===== src/rtl/core/srsw_pkg.sv =====
`timescale 1ns / 1ps

package srsw_pkg;

  localparam int SeqW    = 16;
  localparam int QDepth  = 2;

  // Input op codes, as carried in the low bits of the slave-side tuser.
  localparam logic [1:0] OP_START = 2'd0;
  localparam logic [1:0] OP_ACK   = 2'd1;
  localparam logic [1:0] OP_NACK  = 2'd2;
  localparam logic [1:0] OP_DATA  = 2'd3;

  // Configuration register indexes.
  localparam logic CFG_WINDOW_SIZE  = 1'b0;
  localparam logic CFG_TOTAL_FRAMES = 1'b1;

  localparam logic [4:0] WindowSizeReset = 5'd4;

  typedef enum logic [1:0] {
    KIND_SEND   = 2'd0,
    KIND_RETX   = 2'd1,
    KIND_END    = 2'd2,
    KIND_REPORT = 2'd3
  } order_kind_e;

  typedef enum logic [2:0] {
    ST_STARTED    = 3'd0,
    ST_ACKED      = 3'd1,
    ST_ACK_IGN    = 3'd2,
    ST_NACKED     = 3'd3,
    ST_NACK_IGN   = 3'd4,
    ST_COMPLETE   = 3'd5,
    ST_UNEXPECTED = 3'd6
  } status_e;

  // Orders other than the report carry a zero status field.
  localparam status_e STATUS_NONE = ST_STARTED;

  typedef enum logic [2:0] {
    CMD_START,
    CMD_ACK,
    CMD_END_ACK,
    CMD_NACK,
    CMD_DATA
  } cmd_kind_e;

  typedef struct packed {
    cmd_kind_e       kind;
    logic [SeqW-1:0] seq;
  } cmd_t;

  typedef struct packed {
    order_kind_e     kind;
    logic [SeqW-1:0] seq;
    status_e         status;
    logic            last;
  } order_t;

  typedef struct packed {
    logic            we;
    logic            index;
    logic [SeqW-1:0] data;
  } cfg_wr_t;

  typedef enum logic [2:0] {
    BK_IDLE,
    BK_SLIDE,
    BK_RETX,
    BK_NEW,
    BK_END,
    BK_REPORT
  } back_state_e;

endpackage


===== src/rtl/core/srsw_front.sv =====
`timescale 1ns / 1ps

module srsw_front (
  input  logic                       in_valid_i,
  output logic                       in_ready_o,
  input  logic [1:0]                 in_op_i,
  input  logic                       in_end_marker_i,
  input  logic [srsw_pkg::SeqW-1:0]  in_seq_i,
  input  logic                       q_full_i,
  output logic                       push_o,
  output srsw_pkg::cmd_t             cmd_o
);
  import srsw_pkg::*;

  assign in_ready_o = !q_full_i;
  assign push_o     = in_valid_i && !q_full_i;

  always_comb begin
    cmd_o.seq = in_seq_i;
    unique case (in_op_i)
      OP_START: cmd_o.kind = CMD_START;
      OP_ACK:   cmd_o.kind = in_end_marker_i ? CMD_END_ACK : CMD_ACK;
      OP_NACK:  cmd_o.kind = CMD_NACK;
      default:  cmd_o.kind = CMD_DATA;
    endcase
  end

endmodule


===== src/rtl/core/srsw_queue.sv =====
`timescale 1ns / 1ps

module srsw_queue (
  input  logic           clk_i,
  input  logic           rst_ni,
  input  logic           push_i,
  input  srsw_pkg::cmd_t cmd_i,
  output logic           full_o,
  output logic           head_valid_o,
  output srsw_pkg::cmd_t head_o,
  input  logic           pop_i
);
  import srsw_pkg::*;

  localparam int PtrW = (QDepth > 1) ? $clog2(QDepth) : 1;
  localparam int CntW = $clog2(QDepth + 1);

  cmd_t            entry_q [QDepth];
  logic [PtrW-1:0] wr_ptr_q, wr_ptr_d;
  logic [PtrW-1:0] rd_ptr_q, rd_ptr_d;
  logic [CntW-1:0] count_q, count_d;
  logic            do_push, do_pop;

  function automatic logic [PtrW-1:0] ptr_inc(input logic [PtrW-1:0] p);
    return (p == PtrW'(QDepth - 1)) ? '0 : p + 1'b1;
  endfunction

  assign full_o       = (count_q == CntW'(QDepth));
  assign head_valid_o = (count_q != '0);
  assign head_o       = entry_q[rd_ptr_q];
  assign do_push      = push_i && !full_o;
  assign do_pop       = pop_i && head_valid_o;

  always_comb begin
    wr_ptr_d = do_push ? ptr_inc(wr_ptr_q) : wr_ptr_q;
    rd_ptr_d = do_pop ? ptr_inc(rd_ptr_q) : rd_ptr_q;
    count_d  = count_q;
    if (do_push && !do_pop) begin
      count_d = count_q + 1'b1;
    end else if (do_pop && !do_push) begin
      count_d = count_q - 1'b1;
    end
  end

  always_ff @(posedge clk_i or negedge rst_ni) begin
    if (!rst_ni) begin
      wr_ptr_q <= '0;
      rd_ptr_q <= '0;
      count_q  <= '0;
    end else begin
      wr_ptr_q <= wr_ptr_d;
      rd_ptr_q <= rd_ptr_d;
      count_q  <= count_d;
    end
  end

  always_ff @(posedge clk_i) begin
    if (do_push) begin
      entry_q[wr_ptr_q] <= cmd_i;
    end
  end

endmodule


===== src/rtl/core/srsw_back.sv =====
`timescale 1ns / 1ps

module srsw_back #(
  parameter int WINDOW_MAX = 16
) (
  input  logic              clk_i,
  input  logic              rst_ni,
  input  srsw_pkg::cfg_wr_t cfg_i,
  input  logic              head_valid_i,
  input  srsw_pkg::cmd_t    head_i,
  output logic              pop_o,
  output logic              out_valid_o,
  input  logic              out_ready_i,
  output srsw_pkg::order_t  out_o
);
  import srsw_pkg::*;

  localparam int SlotW = (WINDOW_MAX > 1) ? $clog2(WINDOW_MAX) : 1;

  back_state_e      state_q, state_d;
  logic [SeqW-1:0]  base_q, base_d;
  logic [SeqW-1:0]  next_q, next_d;
  logic [SeqW-1:0]  iter_q, iter_d;
  logic [SlotW-1:0] base_slot_q, base_slot_d;
  logic [SlotW-1:0] next_slot_q, next_slot_d;
  logic [SlotW-1:0] iter_slot_q, iter_slot_d;
  logic [WINDOW_MAX-1:0] marks_q, marks_d;
  logic             done_q, done_d;
  status_e          status_q, status_d;
  logic [4:0]       window_size_q;
  logic [SeqW-1:0]  total_q;

  logic             out_valid_q;
  order_t           out_q;
  logic             can_load, load;
  order_t           load_order;

  logic [SeqW-1:0]  offset;
  logic [SlotW:0]   slot_sum;
  logic [SlotW-1:0] head_slot;
  logic             in_win, at_base;
  logic [SeqW:0]    eff;
  logic [SeqW:0]    limit;

  function automatic logic [SlotW-1:0] slot_inc(input logic [SlotW-1:0] s);
    return (s == SlotW'(WINDOW_MAX - 1)) ? '0 : s + 1'b1;
  endfunction

  // The sent window never spans more than WINDOW_MAX frames, so the slot of an
  // in-window frame is the base slot plus a short offset, folded once.
  always_comb begin
    offset    = head_i.seq - base_q;
    slot_sum  = {1'b0, base_slot_q} + {1'b0, offset[SlotW-1:0]};
    head_slot = (slot_sum >= (SlotW+1)'(WINDOW_MAX)) ?
                SlotW'(slot_sum - (SlotW+1)'(WINDOW_MAX)) : SlotW'(slot_sum);
    in_win    = (head_i.seq >= base_q) && (head_i.seq < next_q);
    at_base   = (head_i.seq == base_q);
    if (window_size_q == '0) begin
      eff = (SeqW+1)'(1);
    end else if (32'(window_size_q) > WINDOW_MAX) begin
      eff = (SeqW+1)'(WINDOW_MAX);
    end else begin
      eff = (SeqW+1)'(window_size_q);
    end
    limit = {1'b0, base_q} + eff;
  end

  assign can_load    = !out_valid_q || out_ready_i;
  assign out_valid_o = out_valid_q;
  assign out_o       = out_q;

  always_comb begin
    state_d     = state_q;
    base_d      = base_q;
    next_d      = next_q;
    iter_d      = iter_q;
    base_slot_d = base_slot_q;
    next_slot_d = next_slot_q;
    iter_slot_d = iter_slot_q;
    marks_d     = marks_q;
    done_d      = done_q;
    status_d    = status_q;
    pop_o       = 1'b0;
    load        = 1'b0;
    load_order  = '{kind: KIND_REPORT, seq: base_q, status: status_q, last: 1'b0};

    unique case (state_q)
      BK_IDLE: begin
        if (head_valid_i) begin
          pop_o   = 1'b1;
          state_d = BK_REPORT;
          unique case (head_i.kind)
            CMD_START: begin
              base_d      = '0;
              next_d      = '0;
              base_slot_d = '0;
              next_slot_d = '0;
              iter_d      = '0;
              iter_slot_d = '0;
              marks_d     = '0;
              done_d      = 1'b0;
              status_d    = ST_STARTED;
              state_d     = BK_RETX;
            end
            CMD_END_ACK: begin
              if (head_i.seq >= total_q) begin
                done_d   = 1'b1;
                status_d = ST_COMPLETE;
              end else begin
                status_d = ST_ACK_IGN;
              end
            end
            CMD_ACK: begin
              if (done_q || !in_win) begin
                status_d = ST_ACK_IGN;
              end else begin
                status_d = ST_ACKED;
                if (!marks_q[head_slot]) begin
                  marks_d[head_slot] = 1'b1;
                  if (at_base) begin
                    state_d = BK_SLIDE;
                  end
                end
              end
            end
            CMD_NACK: begin
              if (done_q || !in_win) begin
                status_d = ST_NACK_IGN;
              end else begin
                status_d = ST_NACKED;
                if (at_base) begin
                  iter_d      = base_q;
                  iter_slot_d = base_slot_q;
                  state_d     = BK_RETX;
                end
              end
            end
            default: begin
              status_d = ST_UNEXPECTED;
            end
          endcase
        end
      end

      BK_SLIDE: begin
        if ((base_q < next_q) && marks_q[base_slot_q]) begin
          marks_d[base_slot_q] = 1'b0;
          base_d      = base_q + 1'b1;
          base_slot_d = slot_inc(base_slot_q);
        end else begin
          iter_d      = base_q;
          iter_slot_d = base_slot_q;
          state_d     = BK_RETX;
        end
      end

      BK_RETX: begin
        if (iter_q < next_q) begin
          if (marks_q[iter_slot_q]) begin
            iter_d      = iter_q + 1'b1;
            iter_slot_d = slot_inc(iter_slot_q);
          end else if (can_load) begin
            load        = 1'b1;
            load_order  = '{kind: KIND_RETX, seq: iter_q, status: STATUS_NONE, last: 1'b0};
            iter_d      = iter_q + 1'b1;
            iter_slot_d = slot_inc(iter_slot_q);
          end
        end else begin
          state_d = BK_NEW;
        end
      end

      BK_NEW: begin
        if ((next_q < total_q) && ({1'b0, next_q} < limit)) begin
          if (can_load) begin
            load                 = 1'b1;
            load_order           = '{kind: KIND_SEND, seq: next_q, status: STATUS_NONE,
                                     last: 1'b0};
            marks_d[next_slot_q] = 1'b0;
            next_d               = next_q + 1'b1;
            next_slot_d          = slot_inc(next_slot_q);
          end
        end else begin
          state_d = BK_END;
        end
      end

      BK_END: begin
        if (base_q >= total_q) begin
          if (can_load) begin
            load       = 1'b1;
            load_order = '{kind: KIND_END, seq: base_q, status: STATUS_NONE, last: 1'b0};
            state_d    = BK_REPORT;
          end
        end else begin
          state_d = BK_REPORT;
        end
      end

      BK_REPORT: begin
        if (can_load) begin
          load       = 1'b1;
          load_order = '{kind: KIND_REPORT, seq: base_q, status: status_q, last: 1'b1};
          state_d    = BK_IDLE;
        end
      end

      default: begin
        state_d = BK_IDLE;
      end
    endcase
  end

  always_ff @(posedge clk_i or negedge rst_ni) begin
    if (!rst_ni) begin
      state_q     <= BK_IDLE;
      base_q      <= '0;
      next_q      <= '0;
      iter_q      <= '0;
      base_slot_q <= '0;
      next_slot_q <= '0;
      iter_slot_q <= '0;
      marks_q     <= '0;
      done_q      <= 1'b0;
      status_q    <= ST_STARTED;
      out_valid_q <= 1'b0;
    end else begin
      state_q     <= state_d;
      base_q      <= base_d;
      next_q      <= next_d;
      iter_q      <= iter_d;
      base_slot_q <= base_slot_d;
      next_slot_q <= next_slot_d;
      iter_slot_q <= iter_slot_d;
      marks_q     <= marks_d;
      done_q      <= done_d;
      status_q    <= status_d;
      if (load) begin
        out_valid_q <= 1'b1;
      end else if (out_ready_i) begin
        out_valid_q <= 1'b0;
      end
    end
  end

  always_ff @(posedge clk_i) begin
    if (load) begin
      out_q <= load_order;
    end
  end

  always_ff @(posedge clk_i or negedge rst_ni) begin
    if (!rst_ni) begin
      window_size_q <= WindowSizeReset;
      total_q       <= '0;
    end else if (cfg_i.we) begin
      case (cfg_i.index)
        CFG_WINDOW_SIZE:  window_size_q <= cfg_i.data[4:0];
        default:          total_q       <= cfg_i.data;
      endcase
    end
  end

endmodule


===== src/rtl/core/selective_repeat_sender_window_core.sv =====
// Sender-side window controller for selective repeat. Each transfer on the slave
// stream is a start, an ack, a nack or an unexpected data frame; each one causes
// a run of orders on the master stream (new sends, retransmits, an end notice)
// that always closes with a status report marked by tlast. Received items pass
// through a two-entry queue into a single window engine, so the input side keeps
// taking items while the engine works, as long as the queue has room. An item
// that orders nothing but the report goes straight to it. An ack at the base
// first slides the base past the acked frames, then walks the frames still
// outstanding for retransmits, then issues new sends, then makes the end check
// and last the report. The engine walks the window one slot per cycle; a
// stalled master side holds the walk. Window size and total frame count are
// written through the configuration channel, which is always ready.
`timescale 1ns / 1ps

module selective_repeat_sender_window_core #(
  parameter int WINDOW_MAX = 16
) (
  input  logic        clk_i,
  input  logic        rst_ni,
  // Configuration writes: index 0 window_size, index 1 total_frames.
  input  logic        cfg_valid_i,
  output logic        cfg_ready_o,
  input  logic        cfg_index_i,
  input  logic [15:0] cfg_data_i,
  // Received frames.
  input  logic        s_axis_tvalid,
  output logic        s_axis_tready,
  input  logic [15:0] s_axis_tdata,   // [15:0] seq_number
  input  logic [2:0]  s_axis_tuser,   // [1:0] op, [2] end_marker
  // Orders.
  output logic        m_axis_tvalid,
  input  logic        m_axis_tready,
  output logic [23:0] m_axis_tdata,   // [15:0] order_seq, [18:16] status_code, rest zero
  output logic [1:0]  m_axis_tuser,   // [1:0] order_kind
  output logic        m_axis_tlast    // last_of_run
);
  import srsw_pkg::*;

  cfg_wr_t cfg_wr;
  cmd_t    front_cmd;
  cmd_t    head_cmd;
  order_t  order;
  logic    push, q_full, head_valid, pop;

  assign cfg_ready_o = 1'b1;
  assign cfg_wr      = '{we: cfg_valid_i, index: cfg_index_i, data: cfg_data_i};

  srsw_front u_front (
    .in_valid_i      (s_axis_tvalid),
    .in_ready_o      (s_axis_tready),
    .in_op_i         (s_axis_tuser[1:0]),
    .in_end_marker_i (s_axis_tuser[2]),
    .in_seq_i        (s_axis_tdata),
    .q_full_i        (q_full),
    .push_o          (push),
    .cmd_o           (front_cmd)
  );

  srsw_queue u_queue (
    .clk_i        (clk_i),
    .rst_ni       (rst_ni),
    .push_i       (push),
    .cmd_i        (front_cmd),
    .full_o       (q_full),
    .head_valid_o (head_valid),
    .head_o       (head_cmd),
    .pop_i        (pop)
  );

  srsw_back #(
    .WINDOW_MAX (WINDOW_MAX)
  ) u_back (
    .clk_i        (clk_i),
    .rst_ni       (rst_ni),
    .cfg_i        (cfg_wr),
    .head_valid_i (head_valid),
    .head_i       (head_cmd),
    .pop_o        (pop),
    .out_valid_o  (m_axis_tvalid),
    .out_ready_i  (m_axis_tready),
    .out_o        (order)
  );

  assign m_axis_tdata = {5'b0, order.status, order.seq};
  assign m_axis_tuser = order.kind;
  assign m_axis_tlast = order.last;

endmodule


===== config.mk =====
export PLATFORM = sky130hd
export DESIGN_NAME = selective_repeat_sender_window_core
export DESIGN_NICKNAME = d
export VERILOG_FILES = /design/src/rtl/core/srsw_pkg.sv /design/src/rtl/core/srsw_front.sv /design/src/rtl/core/srsw_queue.sv /design/src/rtl/core/srsw_back.sv /design/src/rtl/core/selective_repeat_sender_window_core.sv
export SDC_FILE = /design/constraint.sdc
export NUM_CORES = 1
export LEC_CHECK = 0
export ABC_CLOCK_PERIOD_IN_PS = 8000
export BUFFER_PORTS_ARGS = -buffer_cell sky130_fd_sc_hd__buf_2
export CAP_MARGIN = 20
export CORE_MARGIN = 2
export CORE_UTILIZATION = 65
export CTS_CLUSTER_DIAMETER = 50
export DETAILED_ROUTE_END_ITERATION = 16
export PLACE_DENSITY = 0.85
export SLEW_MARGIN = 10
export SYNTH_ARGS = -nofsm -noshare
export SYNTH_HDL_FRONTEND = slang
export SYNTH_SLANG_ARGS = --single-unit

===== constraint.sdc =====
create_clock -name clk_i -period 8 [get_ports clk_i]
set_clock_uncertainty 0.2 [all_clocks]
set_input_delay 0.8 -clock clk_i [delete_from_list [all_inputs] [get_ports clk_i]]
set_output_delay 0.8 -clock clk_i [all_outputs]
set_load 0.05 [all_outputs]

# ---- After elaboration in Yosys (flattened, before gate mapping)
# Memory sizes are Yosys's and may differ from the RTL's.
# Cells that the tools add are included.
dict set report totals {
  input_bits 41
  reg_bits 131
  out_inout_bits 30
  memories 1
  ram_bits 38
  wordCells 236
}
dict set report op_classes {
  n_eq_ne 34
  reduce_logical 39
  addsub 14
  order_cmp 17
  bitwise_logic 6
  mux 105
}
# name words width read_ports rd_ports_with_merged_regs write_ports line
set memory_table {}
lappend memory_table {u_queue.entry_q 2 19 1 0 1 srsw_queue.sv:18} ;# cmd_t entry_q [QDepth];
# op n
set ops {}
lappend ops {{16-bit 2-to-1 mux} 18}
lappend ops {{16-bit one-hot mux with 2 select lines} 4}
lappend ops {{22-bit 2-to-1 mux} 5}
lappend ops {{16-bit one-hot mux with 3 select lines} 2}
lappend ops {{22-bit one-hot mux with 4 select lines} 1}
lappend ops {{16-bit less-than comparator} 4}
lappend ops {{4-bit 2-to-1 mux} 16}
lappend ops {{16-bit by 1-bit adder with 16-bit output (second input constant)} 3}
lappend ops {{16-bit >= comparator} 3}
lappend ops {{21-bit 2-to-1 mux} 2}
lappend ops {{3-bit 2-to-1 mux} 14}
lappend ops {{16-bit bitwise AND} 2}
lappend ops {{16-bit NOT} 2}
lappend ops {{4-bit one-hot mux with 2 select lines} 3}
lappend ops {{1-bit 2-to-1 mux} 21}
lappend ops {{4-bit by 5-bit less-than comparator with 1-bit output (second input constant)} 4}
lappend ops {{3-bit one-hot mux with 3 select lines} 2}
lappend ops {{3-bit one-hot mux with 6 select lines} 1}
lappend ops {{16-bit by 17-bit adder with 17-bit output} 1}
lappend ops {{16-bit by 17-bit less-than comparator with 1-bit output} 1}
lappend ops {{17-bit 2-to-1 mux} 1}
lappend ops {{16-bit equality test} 1}
lappend ops {{16-bit bitwise OR} 1}
lappend ops {{8-bit AND reduction} 2}
lappend ops {{42 further kinds} 101}

# ---- Logic depth before layout (Yosys ltp)
# Gate-level depths: netlist of the first run.
# An unclocked memory read counts as a cell.
dict set report depth {
  ltp_word 15
  mapped_depth 23
  depth_no_buf 20
}

# ---- Modules after synthesis
# From an unflattened synthesis of the first run, not the netlist that was laid out.
dict set report unflattened {
  cells_unflattened 1265
  hier_area_um2 12399.4
}
# mod seq_area_each_um2 cells_each area_per_inst_um2 n_inst
set modules_own_cells {}
lappend modules_own_cells {srsw_back 3289.4 1155 10517.6 1}
lappend modules_own_cells {srsw_queue 1241.2 78 1666.6 1}
lappend modules_own_cells {srsw_front 0.0 24 162.7 1}
lappend modules_own_cells {selective_repeat_sender_window_core 0.0 8 52.6 1}

# ---- Worst setup path before layout of the first run
# OpenSTA, ideal clock, no wires.
dict set report synth_timing {
  path_kind {register to register}
  startpoint {register u_queue.rd_ptr_q}
  endpoint {register u_back.marks_q[10]}
  synth_period_minus_slack_ps 5409
  slack_ps 2591
  stages_incl_launch_ff 18
  t_arrival_ps 5088
  setup_time_ps 121
  t_required_ps 7679
  cell_sequence {dfrtp_1 -> clkbuf_1 -> clkbuf_1 -> clkbuf_1 -> mux2_2 -> fa_1 -> inv_1 -> fa_1 -> clkbuf_1 -> mux2_2 -> a221oi_1 -> o32ai_1 -> mux2i_1 -> nand3b_1 -> a21oi_2 -> nand4_1 -> buf_2 -> o22a_1}
}
dict set report synth_between {
  elab_chain_len 15
  elab_cells_between_ends 30
}
# element line
set synth_rtl {}
lappend synth_rtl {{start: declaration} srsw_queue.sv:20} ;# logic [PtrW-1:0] rd_ptr_q, rd_ptr_d;
lappend synth_rtl {{start signal: assignment} srsw_queue.sv:52} ;# rd_ptr_q <= rd_ptr_d;
lappend synth_rtl {{memory 2 x 19 bit (*)} --}
lappend synth_rtl {{4-bit subtractor} srsw_back.sv:52} ;# offset = head_i.seq - base_q;
lappend synth_rtl {{4-bit by 4-bit adder with 5-bit output} srsw_back.sv:53} ;# slot_sum = {1'b0, base_slot_q} + {1'b0, offset[SlotW-1:0]};
lappend synth_rtl {{4-bit by 1-bit subtractor with 4-bit output / 5-bit >= comparator (equally long branches)} {srsw_back.sv:55, srsw_back.sv:54}}
lappend synth_rtl {{4-bit 2-to-1 mux} srsw_back.sv:54} ;# head_slot = (slot_sum >= (SlotW+1)'(WINDOW_MAX)) ?
lappend synth_rtl {{4-bit by 5-bit less-than comparator with 1-bit output (implied by the code) / 4-bit by 1-bit >= comparator with 1-bit output (equally long branches)} srsw_back.sv:119} ;# marks_d[head_slot] = 1'b1;
lappend synth_rtl {{1-bit logical AND (implied by the code)} srsw_back.sv:119}
lappend synth_rtl {{1-bit 2-to-1 mux (implied by the code)} srsw_back.sv:119}
lappend synth_rtl {{1-bit demux with 4-bit select} --}
lappend synth_rtl {{16-bit bitwise OR (no source line)} --}
lappend synth_rtl {{16-bit 2-to-1 mux} srsw_back.sv:118} ;# if (!marks_q[head_slot]) begin
lappend synth_rtl {{16-bit 2-to-1 mux} srsw_back.sv:114} ;# if (done_q || !in_win) begin
lappend synth_rtl {{16-bit one-hot mux with 2 select lines} srsw_back.sv:92} ;# unique case (head_i.kind)
lappend synth_rtl {{16-bit 2-to-1 mux} srsw_back.sv:89} ;# if (head_valid_i) begin
lappend synth_rtl {{16-bit one-hot mux with 3 select lines} srsw_back.sv:87} ;# unique case (state_q)
lappend synth_rtl {{end signal: assignment} srsw_back.sv:235} ;# marks_q <= marks_d;
lappend synth_rtl {{end: declaration} srsw_back.sv:27} ;# logic [WINDOW_MAX-1:0] marks_q, marks_d;
# Mark *: on every way between the ends. The rest lies on a longest branch, timed or not. The select of a mux whose other input is x is not followed.
# A chain may end at the register's enable or synchronous reset.

# ---- Worst setup path in the final report of the first run
dict set report layout_timing {
  startpoint {register u_queue.rd_ptr_q}
  endpoint {register u_back.marks_q[15]}
}
# Same word-level chain as after synthesis.

==> insert_results.sql, run 1 <==
INSERT INTO impl_metrics (metric_group, metric, value, unit) VALUES
('run_status', 'outcome', 'completed', ''),
('synth', 'synth_top_family_by_area', 'compound AO/OA/AOI/OAI gates', ''),
('worst_setup_path', 'worstPathCellList', 'mux2i_1, ha_1, inv_1, fa_1, inv_1, fa_1, mux2_2, a221oi_1, o32ai_1, mux2i_1, nand3b_1, a21oi_2, nand4_1, a221o_1', ''),
('detailed_routing', 'viasPerCell', '6.78', ''),
('worst_setup_path', 'crit_path_max_incr_delay', '1.01', 'ns'),
('synth', 'synth.largest_area_cell', 'sky130_fd_sc_hd__dfrtp_1', ''),
('finish', 'finalNetCount', '1498', ''),
('worst_setup_path', 'crit_path_end_kind', 'flip-flop', ''),
('worst_setup_path', 'worstPathRequired', '8.12', 'ns'),
('synth', 'count_of_flip_flops_with_a_built_in_enable_after_synthesis', '60', ''),
('power_and_ir_drop', 'p_seq_share', '31.0', '%'),
('worst_setup_path', 'critPathArrivalTime', '6.28', 'ns'),
('synth', 'synthesized_area_fraction_occupied_by_ao_oa_aoi_and_oai_cells', '17.8', '%'),
('cts', 'cts_buffers', '17', ''),
('synth', 'postSynthRegisterBits', '169', ''),
('timing', 'fin_tns_setup', '0', 'ns'),
('place', 'detailed_place_hpwl', '25.1', 'mm'),
('power_and_ir_drop', 'power.combinational.fraction', '49.1', '%'),
('detailed_routing', 'routed_wl', '33.7', 'mm'),
('place', 'pre_cts_ws', '1.99', 'ns'),
('synth', 'synthArstFlopShare', '64.5', '%'),
('detailed_routing', 'first_iter_violations', '1176', ''),
('finish', 'area.growth.synth_to_final', '8.85', '%'),
('synth', 'xor_xnor_share_of_the_synthesized_area', '2.70', '%'),
('power_and_ir_drop', 'power-per-cell-area', '333', 'nW/um2'),
('detailed_routing', 'detail_route.drc_violations', '0', ''),
('synth', 'yosysUniqueCellTypes', '77', ''),
('cts', 'clock_tree.root_cell', 'sky130_fd_sc_hd__clkbuf_16', ''),
('floorplan', 'die_h', '141', 'um'),
('cts', 'hold_buffers', '0', ''),
('finish', 'diodes', '0', ''),
('finish', 'fin_util', '71.6', '%'),
('floorplan', 'coreArea', '18500', 'um2'),
('worst_setup_path', 'crit_path_top_delay_cell', 'sky130_fd_sc_hd__dfrtp_1', ''),
('floorplan', 'initial_core_util', '65.8', '%'),
('finish', 'cell_count_final_fillers_out', '1557', ''),
('detailed_routing', 'routed-via-count', '10600', ''),
('synth', 'synth.yosys.warnings', '0', ''),
('finish', 'final_design_area_no_fill', '13300', 'um2'),
('place', 'place.gp.congestion', '0.961', ''),
('synth', 'netlist_top_cells_area', 'sky130_fd_sc_hd__dfrtp_1, sky130_fd_sc_hd__edfxtp_1, sky130_fd_sc_hd__ha_1', ''),
('cts', 'cts_max_level', '4', ''),
('cts', 'clock_sink_total', '169', ''),
('global_route', 'number_of_global_route_vias_before_repair', '9993', ''),
('synth', 'syn_area', '12200', 'um2'),
('global_route', 'antenna_found_initial', '0', ''),
('global_route', 'global_route_total_usage_across_every_layer', '34.3', '%'),
('cts', 'clk_pin_slew_worst_paths', '0.07', 'ns'),
('synth', 'synth_top_area_share', '22.2', '%'),
('cts', 'post_cts_resized', '0', ''),
('timing', 'fin_hold_ws', '0.124', 'ns'),
('power_and_ir_drop', 'net-switching-power', '2.07', 'mW'),
('timing', 'setup_viol_count_final', '0', ''),
('synth', 'post_synthesis_cells', '1266', ''),
('synth', 'synth.most_common_cell', 'sky130_fd_sc_hd__ha_1', ''),
('synth', 'synth-simple-area-share', '16.4', '%'),
('worst_setup_path', 'setup.worst_path.class', 'flip-flop to flip-flop', ''),
('cts', 'tritoncts', 'done', ''),
('power_and_ir_drop', 'clock_power_share', '19.8', '%'),
('synth', 'syn_area_per_cell', '9.62', 'um2'),
('power_and_ir_drop', 'total_leakage_power', '5.77', 'nW'),
('worst_setup_path', 'crit_path_start_kind', 'flip-flop', ''),
('global_route', 'grt_first_pass_wirelength', '53.0', 'mm'),
('place', 'cell_area_placed', '12600', 'um2'),
('timing', 'post-route-min-period', '6.16', 'ns'),
('global_route', 'grt_max_degree', '74', ''),
('cts', 'clock_path_buffers', '2', ''),
('cts', 'worst_skew_pair.late_latency', '0.44', 'ns'),
('worst_setup_path', 'critPathLaunch', 'u_queue.rd_ptr_q', ''),
('worst_setup_path', 'r2r_setup_slack', '1.84', 'ns'),
('power_and_ir_drop', 'p_total', '4.42', 'mW');
## worst max-delay path, delay by kind of cell, from the launching register on
| family | cells | cell delay (ns) |
|---|---|---|
| simple gates | 2 | 0.80 |
| mux | 3 | 1.02 |
| fa+ha+maj | 3 | 1.54 |
| flops | 1 | 1.01 |
| buf+inv | 2 | 0.11 |
| compound gates | 4 | 1.34 |
## state kept, by name (all words and copies together) (netlist names)
name                  count
u_queue.wr_ptr_q          1
u_back.iter_q            16
u_back.iter_slot_q        4
u_back.status_q           3
u_back.out_valid_o        1
u_back.base_q            16
u_back.base_slot_q        4
u_queue.rd_ptr_q          1
u_queue.count_q           2
u_back.marks_q           16
u_back.out_o             22
u_queue.entry_q          38
u_back.done_q             1
u_back.next_slot_q        4
u_back.next_q            16
u_back.total_q           16
u_back.window_size_q      5
u_back.state_q            3
## cell usage in the layout (no fill, tap or decap), types with 27 or more instances in the layout
| cell | synthesis | routed |
|---|---|---|
| sky130_fd_sc_hd__nand2_1 | 89 | 89 |
| sky130_fd_sc_hd__ha_1 | 144 | 144 |
| sky130_fd_sc_hd__inv_1 | 72 | 72 |
| sky130_fd_sc_hd__a21oi_1 | 95 | 95 |
| sky130_fd_sc_hd__buf_2 | 5 | 63 |
| sky130_fd_sc_hd__nor2_1 | 90 | 90 |
| sky130_fd_sc_hd__dfrtp_1 | 108 | 108 |
| sky130_fd_sc_hd__xnor2_1 | 27 | 27 |
| sky130_fd_sc_hd__o21ai_0 | 86 | 85 |
| sky130_fd_sc_hd__mux2_2 | 42 | 42 |
| sky130_fd_sc_hd__edfxtp_1 | 60 | 60 |
| sky130_fd_sc_hd__nand3_1 | 40 | 40 |
## area by class of cell
class | count | area (um2) | area share (%)
inverters | 72 | 270 | 2.04
clock buffers | 17 | 425 | 3.21
clock inverters | 15 | 184 | 1.39
flip-flops and latches | 169 | 4530 | 34.2
repair buffers | 73 | 390 | 2.94
well taps | 234 | 293 | 2.21
multi-input cells | 977 | 7170 | 54.0
## routing by layer
layer	share of wire [%]	GRT usage (%)	vias up
li1	-	-	4811
met1	42	48.2	4997
met2	46	53.5	643
met3	9.3	5.88	107
met4	3.6	13.9	0
met5	0	0	-
## final timing paths
| path | end | cells past startpoint |
|---|---|---|
| worst max register to register | u_back.marks_q[15] | 14 |
| worst max-delay path | u_back.marks_q[15] | 14 |
| min in group clk_i | u_queue.wr_ptr_q | 1 |
| worst min-delay path | u_back.marks_q[6] | 1 |
| max in group asynchronous | u_back.iter_q[10] | 2 |
| worst min register to register | u_queue.wr_ptr_q | 1 |
## power by group through the flow
stage          Clock [mW]  Combinational, mW  Sequential, mW
2_1_floorplan           0               1.42            1.48
3_3_place_gp            0               2.04            1.36
3_5_place_dp            0               2.09            1.37
4_1_cts             0.875               2.13            1.36
5_1_grt             0.912               2.35            1.39
6_report            0.877               2.17            1.37
## cell families after synthesis
logic type / after synthesis
buffers and inverters: 124
xor gates and xnor gates: 36
DFF: 169
muxes: 60
adders and majority gates: 147
other: 2
and+or+nand+nor: 392
AOI/OAI and AO/OA: 336
(Power assumes the default switching activity.)
==> run 2, diff against run 1 <==
ABC_CLOCK_PERIOD_IN_PS = 5000   (was 8000)
CORE_UTILIZATION = 56   (was 65)
PLACE_DENSITY = 0.78   (was 0.85)
clock period = 5 ns   (was 8 ns; I/O delays follow)
==> run 2 against run 1 <==
Effect of this change: via count increased by 2.3%; worst hold slack got worse by 0.084 ns; die area increased by 16%; highest routed layer unchanged; global-route usage decreased by 2.6 points; maximum frequency increased by 26%; combinational power increased by 76%; design area increased by 3.4%; largest power group unchanged; setup slack got worse by 1.7 ns; non-clock buffer count increased by 42.
==> insert_results.sql, run 2 (synthesis results as in run 1) <==
INSERT INTO impl_metrics (metric_group, metric, value, unit) VALUES
('place', 'placedCellCount', '1601', ''),
('detailed_routing', 'wl_per_cell', '21.4', 'um'),
('cts', 'tritoncts', 'done', ''),
('finish', 'layout.cells.most_common_list', 'sky130_fd_sc_hd__ha_1, sky130_fd_sc_hd__dfrtp_1, sky130_fd_sc_hd__a21oi_1', ''),
('timing', 'timing.final.hold_violations', '0', ''),
('global_route', 'grt_first_pass_wirelength', '55.7', 'mm'),
('worst_hold_path', 'holdCritStartpoint', 's_axis_tdata[11]', ''),
('cts', 'clock_sink_total', '169', ''),
('floorplan', 'die_h', '151', 'um'),
('timing', 'fin_crit_sh', '97.5', '%'),
('power_and_ir_drop', 'total_leakage_power', '5.99', 'nW'),
('power_and_ir_drop', 'power-per-cell-area', '534', 'nW/um2'),
('worst_setup_path', 'timing.rr.end', 'u_back.out_o[8]', ''),
('cts', 'clk_pin_slew_worst_paths', '0.07', 'ns'),
('cts', 'worst_skew_pair.late_latency', '0.45', 'ns'),
('floorplan', 'io_pins', '71', ''),
('cts', 'cts_max_level', '4', ''),
('worst_setup_path', 'crit_path_end_kind', 'flip-flop', ''),
('finish', 'num-fill-cells', '1693', ''),
('global_route', 'overflow', '0', ''),
('worst_setup_path', 'crit_path_start_kind', 'flip-flop', ''),
('place', 'pre_cts_ws', '-0.0790', 'ns'),
('detailed_routing', 'dr.pass1.iters', '5', ''),
('floorplan', 'initial_core_util', '57.6', '%'),
('timing', 'grt_setup_unrepaired', 'true', ''),
('detailed_routing', 'viasPerCell', '6.59', ''),
('run_status', 'outcome', 'completed', ''),
('worst_setup_path', 'timing.reg2reg.worst_path_depth', '21', ''),
('worst_hold_path', 'hold_path_depth', '1', ''),
('worst_setup_path', 'setup.worst_path.class', 'flip-flop to flip-flop', ''),
('worst_setup_path', 'critPathArrivalTime', '4.87', 'ns'),
('timing', 'layout_setup_ws', '0.125', 'ns'),
('job', 'drv.max_cap_violation_count', '0', ''),
('worst_setup_path', 'timing.critical_path.fanout_max', '8', ''),
('timing', 'post-route-min-period', '4.87', 'ns'),
('detailed_routing', 'routed_wl', '35.1', 'mm'),
('global_route', 'grt_max_degree', '44', ''),
('global_route', 'number_of_global_route_vias_before_repair', '10200', ''),
('finish', 'largest_register_ff_count', '38', ''),
('detailed_routing', 'detail_route.drc_violations', '0', ''),
('cts', 'cts_buffers', '17', ''),
('finish', 'layout_commonest_cell', 'sky130_fd_sc_hd__ha_1', ''),
('timing', 'setup_viol_count_final', '0', ''),
('finish', 'area.growth.synth_to_final', '12.6', '%'),
('worst_setup_path', 'critical_path.reg2reg.startpoint', 'u_back.window_size_q[3]', ''),
('worst_setup_path', 'worstPathRequired', '4.99', 'ns'),
('finish', 'cell_count_final_fillers_out', '1640', ''),
('cts', 'clock_tree.root_cell', 'sky130_fd_sc_hd__clkbuf_16', ''),
('worst_setup_path', 'r2r_setup_slack', '0.13', 'ns'),
('place', 'placement.io_buffers', '64', ''),
('finish', 'drive_gt1_share', '16.9', '%'),
('cts', 'clock_path_buffers', '2', ''),
('timing', 'worst_slew_margin_rel', '28.7', '%'),
('place', 'detailed_place_hpwl', '26.0', 'mm'),
('finish', 'diodes', '0', ''),
('timing', 'max_clock_freq', '205', 'MHz'),
('detailed_routing', 'post_drt_antenna_nets', '0', ''),
('floorplan', 'die_area', '22900', 'um2'),
('power_and_ir_drop', 'vdd.ir_drop.worst', '0.000369', 'V'),
('finish', 'top_register', 'u_queue.entry_q', ''),
('worst_hold_path', 'hp-class', 'input pin to flip-flop', ''),
('place', 'place.gp.congestion', '1.01', ''),
('global_route', 'antenna_found_initial', '0', ''),
('floorplan', 'num_rows', '53', ''),
('detailed_routing', 'routed-via-count', '10800', ''),
('global_route', 'global_route_total_usage_across_every_layer', '31.8', '%'),
('detailed_routing', 'first_iter_violations', '1140', ''),
('timing', 'worst_pin_slew', '1.07', 'ns'),
('floorplan', 'die_x', '151', 'um'),
('floorplan', 'coreArea', '21200', 'um2'),
('timing', 'slew_limit_fails', '0', ''),
('finish', 'finalNetCount', '1540', ''),
('worst_hold_path', 'min_to', 'u_queue.entry_q[1][11]', '');
run 2: through the flow:
| step | total power [mW] | util [%] | area [um2] | TNS (ns) | hold slack (ns) |
|---|---|---|---|---|---|
| 2_1_floorplan | 4.63 | - | 12200 | 0 | 0.00441 |
| 3_3_place_gp | 5.66 | 61.3 | 13000 | -0.127 | 0.267 |
| 3_5_place_dp | 5.77 | 61.3 | 13000 | -0.730 | 0.263 |
| 4_1_cts | 7.17 | 64.2 | 13600 | 0 | 0.0325 |
| 5_1_grt | 7.74 | 64.8 | 13700 | -0.159 | 0.0274 |
| 6_report | 7.33 | 64.8 | 13700 | 0 | 0.0396 |
run 2: worst max-delay path: stages, from the launching register on:
cell and delay, ns:
sky130_fd_sc_hd__dfrtp_1 0.40, sky130_fd_sc_hd__nor3_2 0.15, sky130_fd_sc_hd__nor2_1 0.06, sky130_fd_sc_hd__nor2_1 0.13, sky130_fd_sc_hd__ha_2 0.20, sky130_fd_sc_hd__inv_2 0.04, sky130_fd_sc_hd__fa_2 0.38, sky130_fd_sc_hd__nor2b_4 0.17
sky130_fd_sc_hd__o31ai_4 0.09, sky130_fd_sc_hd__a21oi_4 0.22, sky130_fd_sc_hd__nand2_2 0.09, sky130_fd_sc_hd__xnor2_1 0.16, sky130_fd_sc_hd__ha_1 0.29, sky130_fd_sc_hd__a211o_1 0.33, sky130_fd_sc_hd__a2111oi_2 0.28, sky130_fd_sc_hd__o2111a_1 0.27
sky130_fd_sc_hd__o21ai_2 0.08, sky130_fd_sc_hd__and2_4 0.15, sky130_fd_sc_hd__o21ai_4 0.12, sky130_fd_sc_hd__o211ai_1 0.22, sky130_fd_sc_hd__buf_4 0.25, sky130_fd_sc_hd__a221o_1 0.34
run 2: worst max path at each step:
stage                            startpoint                  to  slack [ns]  cells past startpoint
global placement    u_back.window_size_q[3]    u_back.out_o[14]       -0.01                     21
CTS                 u_back.window_size_q[3]    u_back.out_o[14]        0.02                     21
floorplan                  u_queue.rd_ptr_q  u_back.marks_q[10]       0.008                     17
global route        u_back.window_size_q[4]     u_back.out_o[8]       -0.04                     20
finish              u_back.window_size_q[3]     u_back.out_o[8]        0.13                     21
detailed placement  u_back.window_size_q[3]    u_back.out_o[14]       -0.08                     21
run 2: what timing repair did:
action | CTS | global route
pin swaps | 0 | 14
cloned | 0 | 1
resized for setup | 1 | 23
setup buffers | 0 | 4
setup endpoints to repair | 16 | 71
hold buffers | 1 | 0
hold endpoints to repair | 30 | 0
run 2: cell type report:
cell class,instances,area (um2),share of cell area [%]
Multi-Input combinational cell,977,7250,52.9
Sequential cell,169,4530,33.0
Timing Repair Buffer,115,728,5.31
Clock buffer,18,439,3.20
Tap cell,275,344,2.51
Inverter,72,270,1.97
Clock inverter,14,154,1.12
run 2: per-layer routing:
layer  track usage (%)  up-vias  wire length (um)
li1                  -     4891                 -
met5                 0        -                 0
met2              48.9      647             15900
met4              11.3        0              1250
met1              45.3     5177             14700
met3              5.51       90              3360
run 2: where the power goes:
part	total (mW)	internal [mW]	leakage (nW)	switching, mW
registers	2.13	1.83	2.00	0.302
logic	3.83	1.35	3.70	2.48
clock network	1.38	0.726	0.288	0.650
